## src/rtl/trsd_pkg.sv

```systemverilog
// Shared types and constants of the text run-length span decoder.
package trsd_pkg;

   typedef logic [1:0]  action_type;
   typedef logic [1:0]  status_type;
   typedef logic [7:0]  byte_type;
   typedef logic [15:0] word_type;

   localparam action_type ACT_DATA   = 2'd0;
   localparam action_type ACT_EOF    = 2'd1;
   localparam action_type ACT_NEW    = 2'd2;

   localparam status_type ST_RUNNING   = 2'd0;
   localparam status_type ST_BAD_SIG   = 2'd1;
   localparam status_type ST_FINISHED  = 2'd2;
   localparam status_type ST_MALFORMED = 2'd3;

   localparam int unsigned LINE_PITCH       = 320;
   localparam int unsigned TRANSPARENT_CODE = 255;

   localparam byte_type SEP_CONTINUE = 8'h5E;  // '^'
   localparam byte_type SEP_LINE_END = 8'h21;  // '!'
   localparam byte_type CHAR_ZERO    = 8'h30;
   localparam byte_type CHAR_NINE    = 8'h39;
   localparam byte_type CHAR_SPACE   = 8'h20;
   localparam byte_type CHAR_TAB     = 8'h09;
   localparam byte_type CHAR_CR      = 8'h0D;

   localparam logic [1:0] CSR_START_X      = 2'd0;
   localparam logic [1:0] CSR_START_Y      = 2'd1;
   localparam logic [1:0] CSR_COLOR_OFFSET = 2'd2;

   typedef struct packed {
      logic       draw;
      word_type   address;
      word_type   length;
      byte_type   color;
      logic       line_end;
      status_type status;
   } span_type;

   // signature byte at each header position
   function automatic byte_type sig_byte(input logic [1:0] idx);
      byte_type b;
      case (idx)
         2'd0:    b = 8'h42;
         2'd1:    b = 8'h47;
         2'd2:    b = 8'h46;
         default: b = 8'h5F;
      endcase
      return b;
   endfunction

endpackage

```

## src/rtl/trsd_req_if.sv

```systemverilog
// Input byte channel of the span decoder.
interface trsd_req_if
   import trsd_pkg::*;
   ();
   logic       valid;
   logic       ready;
   action_type action;
   byte_type   data_byte;

   modport source (output valid, action, data_byte, input ready);
   modport sink   (input valid, action, data_byte, output ready);
endinterface

```

## src/rtl/trsd_rsp_if.sv

```systemverilog
// Span result channel of the span decoder.
interface trsd_rsp_if
   import trsd_pkg::*;
   ();
   logic       valid;
   logic       ready;
   logic       draw;
   word_type   address;
   word_type   length;
   byte_type   color;
   logic       line_end;
   status_type status;

   modport source (output valid, draw, address, length, color, line_end, status,
                   input ready);
   modport sink   (input valid, draw, address, length, color, line_end, status,
                   output ready);
endinterface

```

## src/rtl/text_rle_span_decoder_unit.sv

```systemverilog
// Top level of the text run-length span decoder.
//
// Usage: file bytes enter on req_ch (action 0 with data_byte, 1 end of file,
// 2 start a new image). Each byte is parsed in the cycle it transfers; a run
// that completes, a signature mismatch, a malformed count or an end of file
// yields one span result on rsp_ch. The span carries the frame address
// (row * LINE_PITCH + column, 16 bits), length, colour and status; pixel
// fill is up to the consumer.
// Results land in the output register, or in the skid buffer while rsp_ch
// stalls. Throughput: one byte per cycle while req_ch.ready is high, set by
// the single parse step between the input transfer and the result register.
// Stalls: results sit in an output register backed by a one-entry skid
// buffer. req_ch.ready drops only while the skid holds a result: while rsp_ch
// stalls, bytes that yield no result keep transferring, one more result lands
// in the skid, and then input holds until the skid drains.
// Reset: parser returns to the signature check, position and run state
// clear, registers start_x/start_y/color_offset clear, no result pending.
// csr_* writes are taken at any clock and meant for idle periods only.
module text_rle_span_decoder_unit
   import trsd_pkg::*;
(
   input  logic        clock,
   input  logic        reset,
   trsd_req_if.sink    req_ch,
   trsd_rsp_if.source  rsp_ch,
   input  logic        csr_write,
   input  logic [1:0]  csr_index,
   input  logic [8:0]  csr_data
);

   typedef enum logic [3:0] {
      PH_HEADER = 4'b0001,
      PH_COUNT  = 4'b0010,
      PH_COLOR  = 4'b0100,
      PH_IDLE   = 4'b1000
   } phase_type;

   // configuration
   logic [8:0] start_x_ff;
   logic [7:0] start_y_ff;
   byte_type   color_offset_ff;

   // parser state; row_base_ff holds row * LINE_PITCH mod 2^16
   phase_type  phase_ff, phase_in;
   logic [1:0] header_index_ff, header_index_in;
   word_type   run_count_ff, run_count_in;
   logic       seen_digit_ff, seen_digit_in;
   byte_type   separator_ff, separator_in;
   word_type   column_pos_ff, column_pos_in;
   word_type   row_base_ff, row_base_in;

   // result path
   logic       out_valid_ff, skid_valid_ff;
   span_type   out_ff, skid_ff;
   logic       push;
   span_type   result;

   logic       accept, out_free;

   assign accept       = req_ch.valid && req_ch.ready;
   assign req_ch.ready = !skid_valid_ff;
   assign out_free     = !out_valid_ff || rsp_ch.ready;

   // one parse step per transferred byte
   always_comb begin
      byte_type   b;
      logic       is_digit, is_space, transparent;
      logic [19:0] scaled;
      b           = req_ch.data_byte;
      is_digit    = (b >= CHAR_ZERO) && (b <= CHAR_NINE);
      is_space    = (b == CHAR_SPACE) || ((b >= CHAR_TAB) && (b <= CHAR_CR));
      transparent = (b == byte_type'(TRANSPARENT_CODE));
      scaled      = {1'b0, run_count_ff, 3'b000} + {3'b000, run_count_ff, 1'b0}
                    + {16'd0, b[3:0]};

      phase_in        = phase_ff;
      header_index_in = header_index_ff;
      run_count_in    = run_count_ff;
      seen_digit_in   = seen_digit_ff;
      separator_in    = separator_ff;
      column_pos_in   = column_pos_ff;
      row_base_in     = row_base_ff;
      push            = 1'b0;
      result          = '0;

      if (req_ch.action == ACT_NEW) begin
         phase_in        = PH_HEADER;
         header_index_in = 2'd0;
         run_count_in    = '0;
         seen_digit_in   = 1'b0;
         separator_in    = '0;
      end else if (req_ch.action == ACT_EOF) begin
         if (phase_ff != PH_IDLE) begin
            push          = 1'b1;
            result.status = (phase_ff == PH_HEADER) ? ST_BAD_SIG : ST_FINISHED;
            phase_in      = PH_IDLE;
         end
      end else if (req_ch.action == ACT_DATA) begin
         case (phase_ff)
            PH_HEADER: begin
               if (b != sig_byte(header_index_ff)) begin
                  push          = 1'b1;
                  result.status = ST_BAD_SIG;
                  phase_in      = PH_IDLE;
               end else if (header_index_ff == 2'd3) begin
                  phase_in        = PH_COUNT;
                  header_index_in = 2'd0;
                  run_count_in    = '0;
                  seen_digit_in   = 1'b0;
                  column_pos_in   = {7'd0, start_x_ff};
                  row_base_in     = word_type'({8'd0, start_y_ff} * word_type'(LINE_PITCH));
               end else begin
                  header_index_in = header_index_ff + 2'd1;
               end
            end
            PH_COUNT: begin
               if (is_digit) begin
                  // saturate at the top of the 16-bit range
                  run_count_in  = (scaled[19:16] != 4'd0) ? 16'hFFFF : scaled[15:0];
                  seen_digit_in = 1'b1;
               end else if (seen_digit_ff) begin
                  separator_in = b;
                  phase_in     = PH_COLOR;
               end else if (!is_space) begin
                  push          = 1'b1;
                  result.status = ST_MALFORMED;
                  phase_in      = PH_IDLE;
               end
            end
            PH_COLOR: begin
               push            = 1'b1;
               result.address  = row_base_ff + column_pos_ff;
               result.length   = run_count_ff;
               result.color    = transparent ? 8'd0 : b + color_offset_ff;
               result.draw     = !transparent && (run_count_ff != 16'd0);
               column_pos_in   = column_pos_ff + run_count_ff;
               run_count_in    = '0;
               seen_digit_in   = 1'b0;
               if (separator_ff == SEP_CONTINUE) begin
                  phase_in = PH_COUNT;
               end else if (separator_ff == SEP_LINE_END) begin
                  result.line_end = 1'b1;
                  row_base_in     = row_base_ff + word_type'(LINE_PITCH);
                  column_pos_in   = {7'd0, start_x_ff};
                  phase_in        = PH_COUNT;
               end else begin
                  result.status = ST_FINISHED;
                  phase_in      = PH_IDLE;
               end
            end
            default: begin
               // idle: drop data bytes
            end
         endcase
      end
   end

   // configuration writes; an index past the list is dropped
   always_ff @(posedge clock) begin
      if (reset) begin
         start_x_ff      <= '0;
         start_y_ff      <= '0;
         color_offset_ff <= '0;
      end else if (csr_write) begin
         case (csr_index)
            CSR_START_X:      start_x_ff      <= csr_data;
            CSR_START_Y:      start_y_ff      <= csr_data[7:0];
            CSR_COLOR_OFFSET: color_offset_ff <= csr_data[7:0];
            default: begin
            end
         endcase
      end
   end

   // parser state advances only on a transfer
   always_ff @(posedge clock) begin
      if (reset) begin
         phase_ff        <= PH_HEADER;
         header_index_ff <= '0;
         run_count_ff    <= '0;
         seen_digit_ff   <= 1'b0;
         separator_ff    <= '0;
         column_pos_ff   <= '0;
         row_base_ff     <= '0;
      end else if (accept) begin
         phase_ff        <= phase_in;
         header_index_ff <= header_index_in;
         run_count_ff    <= run_count_in;
         seen_digit_ff   <= seen_digit_in;
         separator_ff    <= separator_in;
         column_pos_ff   <= column_pos_in;
         row_base_ff     <= row_base_in;
      end
   end

   // output register with skid: the skid fills only when the output is stalled
   always_ff @(posedge clock) begin
      if (reset) begin
         out_valid_ff  <= 1'b0;
         skid_valid_ff <= 1'b0;
      end else if (out_free) begin
         if (skid_valid_ff) begin
            out_valid_ff  <= 1'b1;
            skid_valid_ff <= accept && push;
         end else begin
            out_valid_ff  <= accept && push;
         end
      end else if (accept && push) begin
         skid_valid_ff <= 1'b1;
      end
   end

   always_ff @(posedge clock) begin
      if (out_free) begin
         if (skid_valid_ff) begin
            out_ff  <= skid_ff;
            skid_ff <= result;
         end else begin
            out_ff  <= result;
         end
      end else if (accept && push) begin
         skid_ff <= result;
      end
   end

   assign rsp_ch.valid    = out_valid_ff;
   assign rsp_ch.draw     = out_ff.draw;
   assign rsp_ch.address  = out_ff.address;
   assign rsp_ch.length   = out_ff.length;
   assign rsp_ch.color    = out_ff.color;
   assign rsp_ch.line_end = out_ff.line_end;
   assign rsp_ch.status   = out_ff.status;

endmodule

```

## src/flat_wrapper.sv

```systemverilog
// flat-port wrapper written by rule: the top's interface ports become plain ports
module text_rle_span_decoder_unit_flat import trsd_pkg::*;
  (clock, reset, csr_write, csr_index, csr_data, req_ch_valid, req_ch_action, req_ch_data_byte, req_ch_ready, rsp_ch_valid, rsp_ch_draw, rsp_ch_address, rsp_ch_length, rsp_ch_color, rsp_ch_line_end, rsp_ch_status, rsp_ch_ready);
  trsd_req_if req_ch_i ();
  trsd_rsp_if rsp_ch_i ();
  input  logic clock;
  input  logic reset;
  input  logic csr_write;
  input  logic [1:0] csr_index;
  input  logic [8:0] csr_data;
  input wire logic [$bits(req_ch_i.valid)-1:0] req_ch_valid;
  input wire logic [$bits(req_ch_i.action)-1:0] req_ch_action;
  input wire logic [$bits(req_ch_i.data_byte)-1:0] req_ch_data_byte;
  output wire logic [$bits(req_ch_i.ready)-1:0] req_ch_ready;
  output wire logic [$bits(rsp_ch_i.valid)-1:0] rsp_ch_valid;
  output wire logic [$bits(rsp_ch_i.draw)-1:0] rsp_ch_draw;
  output wire logic [$bits(rsp_ch_i.address)-1:0] rsp_ch_address;
  output wire logic [$bits(rsp_ch_i.length)-1:0] rsp_ch_length;
  output wire logic [$bits(rsp_ch_i.color)-1:0] rsp_ch_color;
  output wire logic [$bits(rsp_ch_i.line_end)-1:0] rsp_ch_line_end;
  output wire logic [$bits(rsp_ch_i.status)-1:0] rsp_ch_status;
  input wire logic [$bits(rsp_ch_i.ready)-1:0] rsp_ch_ready;
  assign req_ch_i.valid = req_ch_valid;
  assign req_ch_i.action = req_ch_action;
  assign req_ch_i.data_byte = req_ch_data_byte;
  assign req_ch_ready = req_ch_i.ready;
  assign rsp_ch_valid = rsp_ch_i.valid;
  assign rsp_ch_draw = rsp_ch_i.draw;
  assign rsp_ch_address = rsp_ch_i.address;
  assign rsp_ch_length = rsp_ch_i.length;
  assign rsp_ch_color = rsp_ch_i.color;
  assign rsp_ch_line_end = rsp_ch_i.line_end;
  assign rsp_ch_status = rsp_ch_i.status;
  assign rsp_ch_i.ready = rsp_ch_ready;
  text_rle_span_decoder_unit u_core (.clock(clock), .reset(reset), .req_ch(req_ch_i), .rsp_ch(rsp_ch_i), .csr_write(csr_write), .csr_index(csr_index), .csr_data(csr_data));
endmodule
```

## config.mk

```make
export PLATFORM = sky130hd
export DESIGN_NAME = text_rle_span_decoder_unit_flat
export DESIGN_NICKNAME = d
export VERILOG_FILES = /design/src/rtl/trsd_pkg.sv /design/src/rtl/trsd_req_if.sv /design/src/rtl/trsd_rsp_if.sv /design/src/rtl/text_rle_span_decoder_unit.sv /design/src/flat_wrapper.sv
export SDC_FILE = /design/constraint.sdc
export NUM_CORES = 1
export LEC_CHECK = 0
export BUFFER_PORTS_ARGS = -buffer_cell sky130_fd_sc_hd__buf_2
export CAP_MARGIN = 15
export CORE_ASPECT_RATIO = 1.75
export CORE_UTILIZATION = 30
export DETAILED_ROUTE_END_ITERATION = 8
export PLACE_DENSITY = 0.47
export SLEW_MARGIN = 20
export SYNTH_ARGS = -nofsm -noshare
export SYNTH_HDL_FRONTEND = slang
export SYNTH_SLANG_ARGS = --single-unit
```

## constraint.sdc

```tcl
create_clock -name clock -period 15.7 [get_ports clock]
set_clock_uncertainty 0.2 [all_clocks]
set_input_delay 3.14 -clock clock [delete_from_list [all_inputs] [get_ports clock]]
set_output_delay 3.14 -clock clock [all_outputs]
set_load 0.02 [all_outputs]
```

Word-level counts from Yosys, hierarchy flattened
Index checks and enable logic that the tools add are counted.
Word-level totals
  register bits: 178
  input bits: 26
  output and inout port bits: 46
  logic and storage cells: 190
Cells by class
  add/subtract/negate cells: 7
  multipliers: 1
  $lt $le $gt $ge: 4
  equality and inequality tests: 31
  multiplexer cells: 87
  bitwise gates (word level): 2
  reductions and logical operators: 34
Operator list (count)
  $mux 44: 6
  $mux 16: 15
  $mux 8: 11
  $mux 42: 2
  $pmux 16 s2: 2
  $pmux 16 s3: 1
  $mux 4: 11
  $add 16x16->16: 2
  $mux 2: 13
  $reduce_and 7->1: 3
  $add 19x17->20: 1
  $add 20x4->20: 1
  $mux 1: 20
  $add 16x9->16 const B: 1
  $eq 8x6->1 const B: 2
  $reduce_bool 16->1: 1
  $pmux 5 s3: 1
  $pmux 4 s3: 1
  $reduce_bool 2->1: 6
  $mul 8x3->10 const B: 1
  $ne 3x2->1 const B: 3
  $reduce_and 9->1: 1
  $add 8x8->8: 1
  $eq 2x2->1 const B: 4
  32 further kinds: 56

Logic depth before layout (Yosys ltp)
Gate-level depths: netlist of the first run.
  word-level depth: 15
  gate-level depth with buffers: 12
  depth with buffers taken out: 11

Worst setup path after synthesis of the first run
Ideal clock, no wire load.
  path type: input-to-reg
  start: in rsp_ch_ready
  end: reg u_core.skid_ff[0] (netlist name), enable pin
  setup time: 506 ps
  arrival: 7534 ps
  data required time: 14994 ps
  slack: 7460 ps
  stages: 2
  path buffers: 0
  cells stage by stage: nand2b_1 o21ai_0
Between the ends
  cells in the longest elaborated chain, start to end: 3
  elaborated cells on any way between the ends: 4
  those cells by class: eq/ne: 1; reduce/logical: 3
Ends and longest elaborated chain
  start: declaration: line flat_wrapper.sv:22  | input wire logic [$bits(rsp_ch_i.ready)-1:0] rsp_ch_ready;
  $logic_or 1x1->1 (*): line text_rle_span_decoder_unit.sv:62  | assign out_free = !out_valid_ff || rsp_ch.ready;
  $ne 2x1->1 (no line) / $reduce_bool 2->1 (equally long branches)
  $reduce_and 2->1 (no line) (*)
  end signal: assignment: line text_rle_span_decoder_unit.sv:217  | skid_ff <= result;
  end signal: assignment: line text_rle_span_decoder_unit.sv:222  | skid_ff <= result;
  end: declaration: line text_rle_span_decoder_unit.sv:54  | span_type out_ff, skid_ff;
Mark *: on every way between the ends. The rest lies on a longest branch, timed or not.
A chain may end at the register's enable or synchronous reset.

Final worst setup path of the first run
  start: in req_ch_data_byte[3]
  end: reg u_core.run_count_ff[10]
Between the ends
  cells in the longest elaborated chain, start to end: 8
  elaborated cells on any way between the ends: 15
  those cells by class: add/sub: 1; order compare: 2; eq/ne: 3; mux: 6; reduce/logical: 3
Ends and longest elaborated chain
  start: declaration: line flat_wrapper.sv:13  | input wire logic [$bits(req_ch_i.data_byte)-1:0] req_ch_data_byte;
  $add 20x4->20: line text_rle_span_decoder_unit.sv:74  | + {16'd0, b[3:0]};
  $reduce_bool 4->1: line text_rle_span_decoder_unit.sv:119  | run_count_in = (scaled[19:16] != 4'd0) ? 16'hFFFF : scaled[15:0];
  $mux 16: line text_rle_span_decoder_unit.sv:119
  $mux 16: line text_rle_span_decoder_unit.sv:117  | if (is_digit) begin
  $pmux 16 s3: line text_rle_span_decoder_unit.sv:99  | case (phase_ff)
  $mux 16: line text_rle_span_decoder_unit.sv:98  | end else if (req_ch.action == ACT_DATA) begin
  $mux 16: line text_rle_span_decoder_unit.sv:92  | end else if (req_ch.action == ACT_EOF) begin
  $mux 16: line text_rle_span_decoder_unit.sv:86  | if (req_ch.action == ACT_NEW) begin
  end signal: assignment: line text_rle_span_decoder_unit.sv:188  | run_count_ff <= run_count_in;
  end: declaration: line text_rle_span_decoder_unit.sv:46  | word_type run_count_ff, run_count_in;
Parallel ways exist; a longest one is shown, timed or not. The select of a mux whose other input is x is not followed.

==> key figures, run 1 <==
Finish
  – Final Non-Filler Cells: 1447
  – # nets final: 1146
  – Filler cells: 3258
  – Layout cells sized above 1: 15.47%
  – N_diodes: 0
  – Area growth from synthesis to layout: 14.30%

Logic synthesis
  – Post-Syn Area per Cell: 10.04 um^2
  – Post-synth top cells: 105 x nor2_1, 88 x edfxtp_1, 84 x dfxtp_1
  – Synth area leader: edfxtp_1
  – Synth area leaders: edfxtp_1 27%, dfxtp_1 17%, ha_1 10%
  – Sequential area share after synthesis: 44.29%
  – Post-synth EDFFs: 88
  – Synthesized area: 0.009763 mm^2
  – Async S/R FF share, synth: 0%
  – Ys Warns: 0
  – Synth cell types: 73
  – Main flop type after synthesis: edfxtp_1
  – Post-Syn Nets: 1084
  – Gate Count Post-Synth: 972
  – Yosys top cell area share: 27.07%
  – Synth Register Bits: 172
  – Most frequent cell after synthesis: nor2_1

Power and ir drop
  – Share of total power in combinational logic: 5.6%
  – Clock Power Share: 45.1%
  – Leak: 4.786 nW
  – Sw power: 0.2388 mW
  – Sw Share: 24.53%
  – Sequential share of power: 49.3%
  – PwrDens: 87.26 mW/mm^2
  – Worst vdd ir: 0.06409 mV
  – Power Internal: 0.7349 mW

Timing
  – Final worst slack: 9.305 ns
  – # setup viols final: 0
  – Crit path time final: 6.395 ns
  – RSZ-0062 raised after global routing: false
  – Worst-Margin Slew: 1.035 ns
  – Pins Over Slew Limit: 0
  – Final period util: 40.74%
  – Worst slew margin: 30.69%
  – Hold Vio Cnt, Final: 0
  – Fmax: 156.4 MHz
  – Setup TNS Final: 0 ns

Die
  – Initial core utilization: 30.40%
  – DIE HEIGHT: 240.6 um
  – DIE AREA: 0.03330 mm^2
  – Io pins: 72
  – Die Wd: 138.4 um
  – Placement row count: 87
  – Core Footprint: 0.03211 mm^2

Route
  – Via density: 5.109
  – First-pass detailed-route iteration total: 7
  – Post-Route WL: 28190 um
  – Final ANT Viol Nets: 0
  – Initial DRC Count: 456
  – Drt wl/cell: 19.48 um
  – DRC viols: 12
  – Vias: 7392

Outcome
  – Failing checks: design-rule violations
  – Status: finished, violations left

Global routing
  – Global-route wire length before repair: 43530 um
  – GR Overflow Total: 0
  – Vias in the first global route: 7578
  – GRT Resource Usage Total: 17.65%
  – Initial antenna violation count: 0
  – Largest net degree at the start of global routing: 67

Setup path
  – Flop2flop setup slack: 11.68 ns
  – Critical Path AT: 6.49 ns
  – FF-to-FF path depth: 10
  – Worst path max stage delay: 0.55 ns
  – Reg-to-Reg Start: u_core.run_count_ff[2]
  – Worst setup SP type: primary input
  – Number of cells on the critical path: 11
  – Critical Path Most Common Cell: fa_1
  – Crit Path Max Fanout: 16
  – Data required, critical path: 15.80 ns
  – Worst setup startpoint: req_ch_data_byte[3]
  – Slowest stage cell, crit path: fa_1
  – Setup crit end: u_core.run_count_ff[10]
  – R2R Path End: u_core.run_count_ff[10]
  – Cell family with most CP delay: compound AO/OA/AOI/OAI gates
  – Worst Setup End Kind: register
  – Critical path class: in -> reg
  – Worst Path Buf+Inv: 1
  – Worst-path cell chain: buf_2 > fa_1 > fa_1 > a21o_1 > nor2_1 > o211ai_1 > a211oi_1 > o21ai_0 > mux2_2 > o21ai_2 > nand3_1

Clocking
  – Clock sinks: 172
  – Clock-pin slew on the worst setup and hold paths: 0.07 ns
  – Clock tree buffer depth: 2
  – Clock Latency Late Sink: 0.45 ns
  – Hold buffers post-CTS: 0
  – CTS root buf: clkbuf_16
  – H-tree depth: 4
  – Resize count post-CTS: 0
  – CTS tree: built
  – Num CTS Buffers: 17
  – Post-CTS Setup Bufs: 0

Placed design
  – Dpl hpwl: 21530 um
  – Dpl cells: 1415
  – Pre-CTS setup slack: 8.869 ns
  – PortBufs: 71
  – RePlAce Congestion: 0.8357

Flow run
  – Max cap viols: 0

Worst hold path
  – HP Class: reg -> reg
==> cells in the final DEF (no fill, tap or decap), drive strengths merged, types with 5 or more instances in the layout <==
| master | instances |
|---|---|
| nor2 | 105 |
| edfxtp | 88 |
| dfxtp | 84 |
| ha | 81 |
| nand2 | 80 |
| buf | 80 |
| a21oi | 69 |
| o21ai | 53 |
| mux2 | 33 |
| xnor2 | 30 |
| nand3 | 29 |
| and2 | 29 |
| mux2i | 29 |
| inv | 27 |
| nor3 | 17 |
| clkbuf | 17 |
| xor2 | 15 |
| nand3b | 14 |
| o31ai | 14 |
| a21o | 11 |
| a211oi | 11 |
| o211ai | 11 |
| or3 | 8 |
| o21bai | 8 |
| and3 | 7 |
| nor4 | 7 |
| clkinv | 6 |
| nand4 | 5 |
| a22oi | 5 |
| fa | 5 |
| nand2b | 5 |
| nor4b | 5 |
| a21boi | 5 |
==> worst min-delay path: cells and delay by family (launching register included) <==
kind | cells | cell delay (ns)
simple gates | 1 | 0.05
flops | 1 | 0.32
compound gates | 1 | 0.05
==> sequential cells by signal (all words and copies together) (netlist names) <==
name and count:
u_core.rsp_ch.draw 1, u_core.run_count_ff 16, u_core.rsp_ch.color 8, u_core.rsp_ch.length 16
u_core.rsp_ch.status 2, u_core.rsp_ch.address 16, u_core.rsp_ch.valid 1, u_core.rsp_ch.line_end 1
u_core.separator_ff 8, u_core.start_x_ff 9, u_core.column_pos_ff 16, u_core.seen_digit_ff 1
u_core.skid_valid_ff 1, u_core.header_index_ff 2, u_core.row_base_ff 10, u_core.start_y_ff 8
u_core.phase_ff 4, u_core.skid_ff 44, u_core.color_offset_ff 8
==> worst min path at each step <==
stage | startpoint | to | slack, ns | cells past startpoint
2_1_floorplan | u_core.separator_ff[5] | u_core.separator_ff[5] | 0.23 | 2
3_3_place_gp | u_core.separator_ff[5] | u_core.separator_ff[5] | 0.25 | 2
3_5_place_dp | u_core.separator_ff[5] | u_core.separator_ff[5] | 0.25 | 2
4_1_cts | u_core.separator_ff[5] | u_core.separator_ff[5] | 0.26 | 2
5_1_grt | u_core.separator_ff[4] | u_core.separator_ff[4] | 0.29 | 2
6_report | u_core.separator_ff[5] | u_core.separator_ff[5] | 0.26 | 2
==> area by class of cell <==
cell class              instances  area, um^2  share of cell area (%)
multi-input cells             743        5238                   46.93
repair buffers                 80       422.9                   3.790
clock buffers                  17       425.4                   3.812
well taps                     400       500.5                   4.485
inverters                      20       75.07                  0.6727
clock inverters                15       173.9                   1.558
flip-flops and latches        172        4324                   38.75
==> metrics by stage <==
| step | hold WS (ns) | total power, mW | instance area, um^2 | utilization, % |
|---|---|---|---|---|
| after floorplan | 0.2348 | 0.5234 | 9763 | - |
| after global placement | 0.2451 | 0.5459 | 10560 | 32.89 |
| after detailed placement | 0.2527 | 0.5458 | 10560 | 32.89 |
| after CTS | 0.2624 | 0.9863 | 11160 | 34.75 |
| after global routing | 0.2854 | 1.007 | 11160 | 34.75 |
| final | 0.2622 | 0.9737 | 11160 | 34.75 |
==> per-layer routing <==
| metal | GRT usage (%) | part of all wire [%] | wire, um |
|---|---|---|---|
| met1 | 17.00 | 37 | 10310 |
| met2 | 34.93 | 56 | 15730 |
| met3 | 2.480 | 2.1 | 599 |
| met4 | 11.30 | 5.5 | 1540 |
| met5 | 0 | 0 | 0 |
==> power by group through the flow <==
stage / Clock (mW) / Combinational [mW] / Sequential, mW
4_1_cts: 0.450 / 0.0553 / 0.481
6_report: 0.439 / 0.0542 / 0.480
2_1_floorplan: 0 / 0.0285 / 0.495
3_3_place_gp: 0 / 0.0552 / 0.491
3_5_place_dp: 0 / 0.0550 / 0.491
5_1_grt: 0.465 / 0.0607 / 0.481
==> cells by family (layout without fill, tap and decap cells) <==
group,after synthesis,after routing,synth area share (%)
buffers and inverters,57,132,2.320
flip-flops,172,172,44.29
adder cells (fa/ha/maj),86,86,11.41
XOR/XNOR,45,45,4.037
AO/OA/AOI/OAI,222,222,14.67
AND/OR/NAND/NOR,328,328,16.49
multiplexers,62,62,6.779
Note: power is estimated with default switching activity, not from simulation.
==> run 2: changes to the inputs <==
--- a/config.mk
+++ b/config.mk
@@ -10,7 +10,7 @@
 export CORE_ASPECT_RATIO = 1.75
 export CORE_UTILIZATION = 30
 export DETAILED_ROUTE_END_ITERATION = 8
-export PLACE_DENSITY = 0.47
+export PLACE_DENSITY = 0.49
 export SLEW_MARGIN = 20
 export SYNTH_ARGS = -nofsm -noshare
 export SYNTH_HDL_FRONTEND = slang
==> constraint.sdc (replaced) <==
create_clock -name clock -period 5.33 [get_ports clock]
set_clock_uncertainty 0.2 [all_clocks]
set_input_delay 1.066 -clock clock [delete_from_list [all_inputs] [get_ports clock]]
set_output_delay 1.066 -clock clock [all_outputs]
set_load 0.02 [all_outputs]
==> run 2 against run 1 <==
  * The run still ends with design-rule violations left
  * Non-clock buffer count grew 1
  * Largest cell class unchanged
  * Wire length shrank 0.14%
  * Utilization is essentially flat
  * Via count grew 2.5%
  * Sequential cell count is the same
  * Sequential share of layout area is essentially flat
  * Critical path depth is the same
  * Hold slack gained 0.0068 ns
  * Clock-buffer cell count grew 1
  * Die area is the same
  * Highest routed layer unchanged
  * First-iteration DRC count shrank 0.88%
  * Worst setup slack lost 8.2 ns
==> key figures, run 2 (synthesis gave the netlist of run 1 again) <==
Die
  – Io pins: 72 (unchanged)
  – Initial core utilization: 30.40% (unchanged)
  – Placement row count: 87 (unchanged)
  – DIE AREA: 0.03330 mm^2 (unchanged)
  – Die Wd: 138.4 um (unchanged)
  – Core Footprint: 0.03211 mm^2 (unchanged)
  – DIE HEIGHT: 240.6 um (unchanged)

Route
  – Via density: 5.233 (was 5.109)
  – Drt wl/cell: 19.44 um (was 19.48 um)
  – DRC viols: 16 (was 12)
  – Final ANT Viol Nets: 0 (unchanged)
  – Post-Route WL: 28150 um (was 28190 um)
  – First-pass detailed-route iteration total: 7 (unchanged)
  – Vias: 7578 (was 7392)
  – Initial DRC Count: 452 (was 456)

Clocking
  – Num CTS Buffers: 17 (unchanged)
  – Clock Latency Late Sink: 0.44 ns (was 0.45 ns)
  – Resize count post-CTS: 0 (unchanged)
  – Clock tree buffer depth: 2 (unchanged)
  – H-tree depth: 4 (unchanged)
  – CTS root buf: clkbuf_16 (unchanged)
  – Hold buffers post-CTS: 0 (unchanged)
  – Clock sinks: 172 (unchanged)
  – CTS tree: built (unchanged)
  – Post-CTS Setup Bufs: 0 (unchanged)
  – Clock-pin slew on the worst setup and hold paths: 0.07 ns (about the same)

Outcome
  – Status: finished, violations left (unchanged)
  – Failing checks: design-rule violations (unchanged)

Finish
  – Largest register FFs: 44 (unchanged)
  – N_diodes: 0 (unchanged)
  – Layout cells sized above 1: 15.55% (was 15.47%)
  – Reg with most FFs: u_core.skid_ff (unchanged)
  – Fin util: 34.75% (about the same)
  – Most frequent cells in the layout: 105 x nor2_1, 88 x edfxtp_1, 84 x dfxtp_1 (unchanged)
  – Commonest non-fill, non-tap cell in the layout: nor2_1 (unchanged)
  – Area growth from synthesis to layout: 14.29% (was 14.30%)
  – # nets final: 1147 (was 1146)
  – Final Non-Filler Cells: 1448 (was 1447)

Power and ir drop
  – Share of total power in combinational logic: 5.8% (was 5.6%)
  – Design Power: 2.828 mW (was 0.9737 mW)
  – Power Internal: 2.122 mW (was 0.7349 mW)
  – Sequential share of power: 50.0% (was 49.3%)
  – PwrDens: 253.4 mW/mm^2 (was 87.26 mW/mm^2)
  – Sw power: 0.7058 mW (was 0.2388 mW)
  – Leak: 4.777 nW (was 4.786 nW)
  – Clock Power Share: 44.1% (was 45.1%)
  – Sw Share: 24.96% (was 24.53%)
  – Worst vdd ir: 0.1307 mV (was 0.06409 mV)

Global routing
  – Largest net degree at the start of global routing: 68 (was 67)
  – GRT Resource Usage Total: 17.34% (was 17.65%)
  – Initial antenna violation count: 0 (unchanged)
  – Global-route wire length before repair: 43280 um (was 43530 um)
  – GR Overflow Total: 0 (unchanged)
  – Vias in the first global route: 7516 (was 7578)

Setup path
  – Critical path class: in -> reg (unchanged)
  – Critical Path AT: 4.34 ns (was 6.49 ns)
  – R2R Path End: u_core.run_count_ff[12] (was u_core.run_count_ff[10])
  – FF-to-FF path depth: 10 (unchanged)
  – Worst setup SP type: primary input (unchanged)
  – Crit Path Max Fanout: 16 (unchanged)
  – Data required, critical path: 5.41 ns (was 15.80 ns)
  – Reg-to-Reg Start: u_core.run_count_ff[2] (unchanged)
  – Worst setup startpoint: req_ch_data_byte[3] (unchanged)
  – Worst Setup End Kind: register (unchanged)
  – Setup crit end: u_core.run_count_ff[12] (was u_core.run_count_ff[10])
  – Flop2flop setup slack: 1.41 ns (was 11.68 ns)

Timing
  – Fmax: 234.8 MHz
  – Setup TNS Final: 0 ns (unchanged)
  – Final period util: 79.90%
  – Worst slew margin: 30.67% (was 30.69%)
  – RSZ-0062 raised after global routing: false (unchanged)
  – Hold Vio Cnt, Final: 0 (unchanged)
  – # setup viols final: 0 (unchanged)
  – Crit path time final: 4.259 ns
  – Worst hold slack: 0.2690 ns (was 0.2622 ns)
  – Pins Over Slew Limit: 0 (unchanged)
  – Worst-Margin Slew: 1.035 ns (about the same)

Placed design
  – Dpl hpwl: 21390 um (was 21530 um)
  – RePlAce Congestion: 0.8391 (was 0.8357)
  – PortBufs: 71 (unchanged)
  – Dpl cells: 1414 (was 1415)

Worst hold path
  – HP Class: reg -> reg (unchanged)

Flow run
  – Max cap viols: 0 (unchanged)
[run 2: stage by stage]
stage	setup WS, ns	cell area (um^2)
2_1_floorplan	0.7549	9766
3_3_place_gp	0.7039	10550
3_5_place_dp	0.6415	10550
4_1_cts	1.051	11140
5_1_grt	0.7717	11160
6_report	1.071	11160
[run 2: final cells by class]
| cell class | instances | area (um^2) |
|---|---|---|
| Clock buffer | 18 | 429.2 |
| Clock inverter | 14 | 153.9 |
| Sequential cell | 172 | 4324 |
| Fill cell | 3228 | 20950 |
| Timing Repair Buffer | 81 | 437.9 |
| Multi-Input combinational cell | 743 | 5238 |
| Tap cell | 400 | 500.5 |
| Inverter | 20 | 75.07 |
[run 2: how the worst min path moves through the flow]
| stage | startpoint | endpoint | slack (ns) | cells after the start |
|---|---|---|---|---|
| 6_report | u_core.separator_ff[4] | u_core.separator_ff[4] | 0.27 | 2 |
| 3_3_place_gp | u_core.separator_ff[5] | u_core.separator_ff[5] | 0.26 | 2 |
| 2_1_floorplan | u_core.separator_ff[5] | u_core.separator_ff[5] | 0.23 | 2 |
| 3_5_place_dp | u_core.separator_ff[1] | u_core.separator_ff[1] | 0.26 | 2 |
| 5_1_grt | u_core.separator_ff[0] | u_core.separator_ff[0] | 0.30 | 2 |
| 4_1_cts | u_core.separator_ff[5] | u_core.separator_ff[5] | 0.27 | 2 |
[run 2: worst max-delay path: stages]
cell and delay [ns]:
buf_2 0.18, fa_1 0.55, fa_1 0.47, a21o_1 0.21, nor2_1 0.12, o211ai_1 0.12, a211oi_1 0.44, o21ai_0 0.19
mux2_2 0.30, o21ai_2 0.52, nand3_1 0.15
[run 2: routing by layer]
layer	GRT usage [%]	vias up	wire, um
li1	-	3698	-
met1	16.60	3674	10110
met2	34.36	148	15670
met3	2.321	58	700
met4	11.51	0	1668
met5	0	-	0
[run 2: power by group through the flow]
stage / clock, mW / combinational (mW) / sequential, mW
2_1_floorplan: 0 / 0.0840 / 1.46
3_3_place_gp: 0 / 0.166 / 1.44
3_5_place_dp: 0 / 0.166 / 1.45
4_1_cts: 1.29 / 0.167 / 1.42
5_1_grt: 1.32 / 0.181 / 1.42
6_report: 1.25 / 0.165 / 1.41
==> run 3: changes to the inputs <==
--- a/config.mk
+++ b/config.mk
@@ -5,6 +5,7 @@
 export SDC_FILE = /design/constraint.sdc
 export NUM_CORES = 1
 export LEC_CHECK = 0
+export ABC_AREA = 1
 export BUFFER_PORTS_ARGS = -buffer_cell sky130_fd_sc_hd__buf_2
 export CAP_MARGIN = 15
 export CORE_ASPECT_RATIO = 1.75
==> constraint.sdc (replaced) <==
create_clock -name clock -period 3.8 [get_ports clock]
set_clock_uncertainty 0.2 [all_clocks]
set_input_delay 0.76 -clock clock [delete_from_list [all_inputs] [get_ports clock]]
set_output_delay 0.76 -clock clock [all_outputs]
set_load 0.02 [all_outputs]
==> run 3 against run 2 <==
  * The flow now finishes without violations
  * Register-to-register slack lost 0.66 ns
  * Wire length rose by 8.2%
  * First-iteration DRC count grew 18%
  * Sequential cell count unchanged
  * Synthesized cell count up 42%
  * Highest routed layer unchanged
  * Clock power rose by 34%
  * Synthesized area is 9.2% higher
==> key figures, run 3 <==
Outcome
  – Status: finished, final reports clean (was finished, violations left)

Power and ir drop
  – Leak: 5.669 nW (was 4.777 nW)
  – Worst vdd ir: 0.2267 mV (was 0.1307 mV)
  – PwrDens: 333.7 mW/mm^2 (was 253.4 mW/mm^2)

Timing
  – Worst slew margin: 47.12% (was 30.67%)
  – Pins Over Slew Limit: 0 (unchanged)
  – Fmax: 323.4 MHz
  – # setup viols final: 0 (unchanged)
  – Final period util: 81.36%
  – Worst-Margin Slew: 0.7871 ns (was 1.035 ns)
  – Hold Vio Cnt, Final: 0 (unchanged)
  – RSZ-0062 raised after global routing: false (unchanged)
  – Crit path time final: 3.092 ns
  – Setup TNS Final: 0 ns (unchanged)

Finish
  – N_diodes: 0 (unchanged)
  – Area growth from synthesis to layout: 13.78% (was 14.29%)
  – Most frequent cells in the layout: 369 x nand2_1, 177 x nor2_1, 144 x inv_1 (was 105 x nor2_1, 88 x edfxtp_1, 84 x dfxtp_1)
  – Layout cells sized above 1: 12.47% (was 15.55%)
  – # nets final: 1566 (was 1147)
  – Commonest non-fill, non-tap cell in the layout: nand2_1 (was nor2_1)
  – Fin area: 0.01213 mm^2 (was 0.01116 mm^2)
  – Largest register FFs: 44 (unchanged)
  – Reg with most FFs: u_core.skid_ff (unchanged)

Logic synthesis
  – Post-synth EDFFs: 88 (unchanged)
  – Synth area leaders: edfxtp_1 25%, dfxtp_1 16%, nand2_1 13% (was edfxtp_1 27%, dfxtp_1 17%, ha_1 10%)
  – Gate Count Post-Synth: 1382 (was 972)
  – Synth Register Bits: 172 (unchanged)
  – Main flop type after synthesis: edfxtp_1 (unchanged)
  – Yosys top cell area share: 24.79% (was 27.07%)
  – Synthesized area: 0.01066 mm^2 (was 0.009763 mm^2)
  – Sequential area share after synthesis: 40.56% (was 44.29%)
  – Most frequent cell after synthesis: nand2_1 (was nor2_1)
  – Async S/R FF share, synth: 0% (unchanged)
  – Post-synth top cells: 369 x nand2_1, 177 x nor2_1, 145 x inv_1 (was 105 x nor2_1, 88 x edfxtp_1, 84 x dfxtp_1)
  – Post-Syn Nets: 1494 (was 1084)
  – Ys Warns: 0 (unchanged)
  – Post-Syn Area per Cell: 7.714 um^2 (was 10.04 um^2)
  – Synth cell types: 56 (was 73)
  – Synth area leader: edfxtp_1 (unchanged)

Setup path
  – Critical Path AT: 3.20 ns (was 4.34 ns)
  – Flop2flop setup slack: 0.75 ns (was 1.41 ns)
  – Critical path class: in -> reg (unchanged)
  – Slowest stage cell, crit path: fa_1 (unchanged)
  – Critical Path Most Common Cell: nand2_1 (was fa_1)
  – Number of cells on the critical path: 16 (was 11)
  – Worst path max stage delay: 0.54 ns (was 0.55 ns)
  – FF-to-FF path depth: 13 (was 10)
  – Worst Path Buf+Inv: 2 (was 1)
  – Worst Setup End Kind: register (unchanged)
  – Crit Path Max Fanout: 16 (unchanged)
  – Cell family with most CP delay: adder cells (was compound AO/OA/AOI/OAI gates)
  – Data required, critical path: 3.91 ns (was 5.41 ns)
  – Worst-path cell chain: buf_2 > fa_1 > fa_1 > nand3_1 > nand3_1 > nand2_1 > nand2_1 > nand2_1 > nand2_1 > nand2_1 > nand2_1 > nor2_2 > buf_12 > nand3_1 > nand2_2 > a21oi_2 (was buf_2 > fa_1 > fa_1 > a21o_1 > nor2_1 > o211ai_1 > a211oi_1 > o21ai_0 > mux2_2 > o21ai_2 > nand3_1)
  – Worst setup SP type: primary input (unchanged)

Clocking
  – CTS root buf: clkbuf_16 (unchanged)
  – Resize count post-CTS: 0 (unchanged)
  – Clock tree buffer depth: 2 (unchanged)
  – Clock sinks: 172 (unchanged)
  – Clock Latency Late Sink: 0.45 ns (was 0.44 ns)
  – Hold buffers post-CTS: 0 (unchanged)
  – H-tree depth: 4 (unchanged)
  – Num CTS Buffers: 17 (unchanged)
  – CTS tree: built (unchanged)
  – Post-CTS Setup Bufs: 0 (unchanged)
  – Clock-pin slew on the worst setup and hold paths: 0.07 ns (about the same)

Die
  – DIE HEIGHT: 251.4 um (was 240.6 um)
  – DIE AREA: 0.03632 mm^2 (was 0.03330 mm^2)
  – Io pins: 72 (unchanged)
  – Die Wd: 144.5 um (was 138.4 um)
  – Core Footprint: 0.03507 mm^2 (was 0.03211 mm^2)
  – Initial core utilization: 30.40% (about the same)
  – Placement row count: 91 (was 87)

Global routing
  – Vias in the first global route: 9137 (was 7516)
  – Initial antenna violation count: 0 (unchanged)
  – Largest net degree at the start of global routing: 46 (was 68)
  – GR Overflow Total: 0 (unchanged)
  – Global-route wire length before repair: 48570 um (was 43280 um)
  – GRT Resource Usage Total: 17.89% (was 17.34%)

Route
  – DRC viols: 0 (was 16)
  – Drt wl/cell: 15.77 um (was 19.44 um)
  – Final ANT Viol Nets: 0 (unchanged)
  – First-pass detailed-route iteration total: 5 (was 7)
  – Post-Route WL: 30470 um (was 28150 um)
  – Vias: 9060 (was 7578)
  – Initial DRC Count: 535 (was 452)
  – Via density: 4.689 (was 5.233)

Placed design
  – Placed inst area: 0.01158 mm^2 (was 0.01055 mm^2)
  – Dpl hpwl: 24110 um (was 21390 um)
  – RePlAce Congestion: 0.8714 (was 0.8391)
  – PortBufs: 71 (unchanged)

Flow run
  – Max cap viols: 0 (unchanged)

Worst hold path
  – HP Class: reg -> reg (unchanged)
  – Min-Delay Path Depth: 2 (unchanged)
[run 3: layer usage]
layer,up-vias,GRT usage [%],share of wire (%)
met1,4174,17.84,37
met2,136,34.86,56
met3,53,1.867,1.8
met4,0,9.955,4.7
li1,4697,-,-
met5,-,0,0
[run 3: layout make-up]
type	instances	area, um^2
Multi-Input combinational cell	1021	5587
Clock buffer	19	432.9
Inverter	155	586.8
Tap cell	465	581.8
Fill cell	3748	22940
Sequential cell	172	4324
Timing Repair Buffer	87	500.5
Clock inverter	13	116.4
[run 3: report_power, final]
group | internal [mW] | switching [mW]
clock | 0.902 | 0.769
sequential | 1.99 | 0.0303
combinational | 0.110 | 0.243
total | 3.00 | 1.04
[run 3: cell families (layout without fill, tap and decap cells)]
kind of cell / count (synthesis) / after routing / synth area share (%)
multiplexers: 3 / 3 / 0.3169
adder cells (fa/ha/maj): 86 / 86 / 10.45
XOR/XNOR: 27 / 27 / 2.218
AND/OR/NAND/NOR: 710 / 710 / 28.72
flip-flops: 172 / 172 / 40.56
AO/OA/AOI/OAI: 195 / 195 / 10.60
buffers and inverters: 189 / 274 / 7.136
[run 3: path summary, 6_finish.rpt]
check	startpoint	end
setup / recovery	req_ch_data_byte[3]	u_core.run_count_ff[10]
hold / removal	u_core.separator_ff[6]	u_core.separator_ff[6]
setup reg to reg	u_core.run_count_ff[7]	u_core.run_count_ff[10]
hold reg to reg	u_core.separator_ff[6]	u_core.separator_ff[6]
[run 3: through the flow]
stage                     util, %  hold WS (ns)  power (mW)  std cells  worst slack (ns)
after floorplan                 -        0.2239       2.299       1382            0.3741
after global placement      33.02        0.2712       2.419       1900            0.2740
after detailed placement    33.02        0.2736       2.421       1900            0.2438
after CTS                   34.59        0.2857       4.093       1932            0.7157
after global routing        34.59        0.2998       4.209       1932            0.5181
final                       34.59        0.2839       4.047       1932            0.7083
[run 3: worst min-delay path: cells and delay by family (launching register included)]
family | cells | cell delay (ns)
and+or+nand+nor | 1 | 0.06
AOI/OAI and AO/OA | 1 | 0.06
DFF | 1 | 0.32
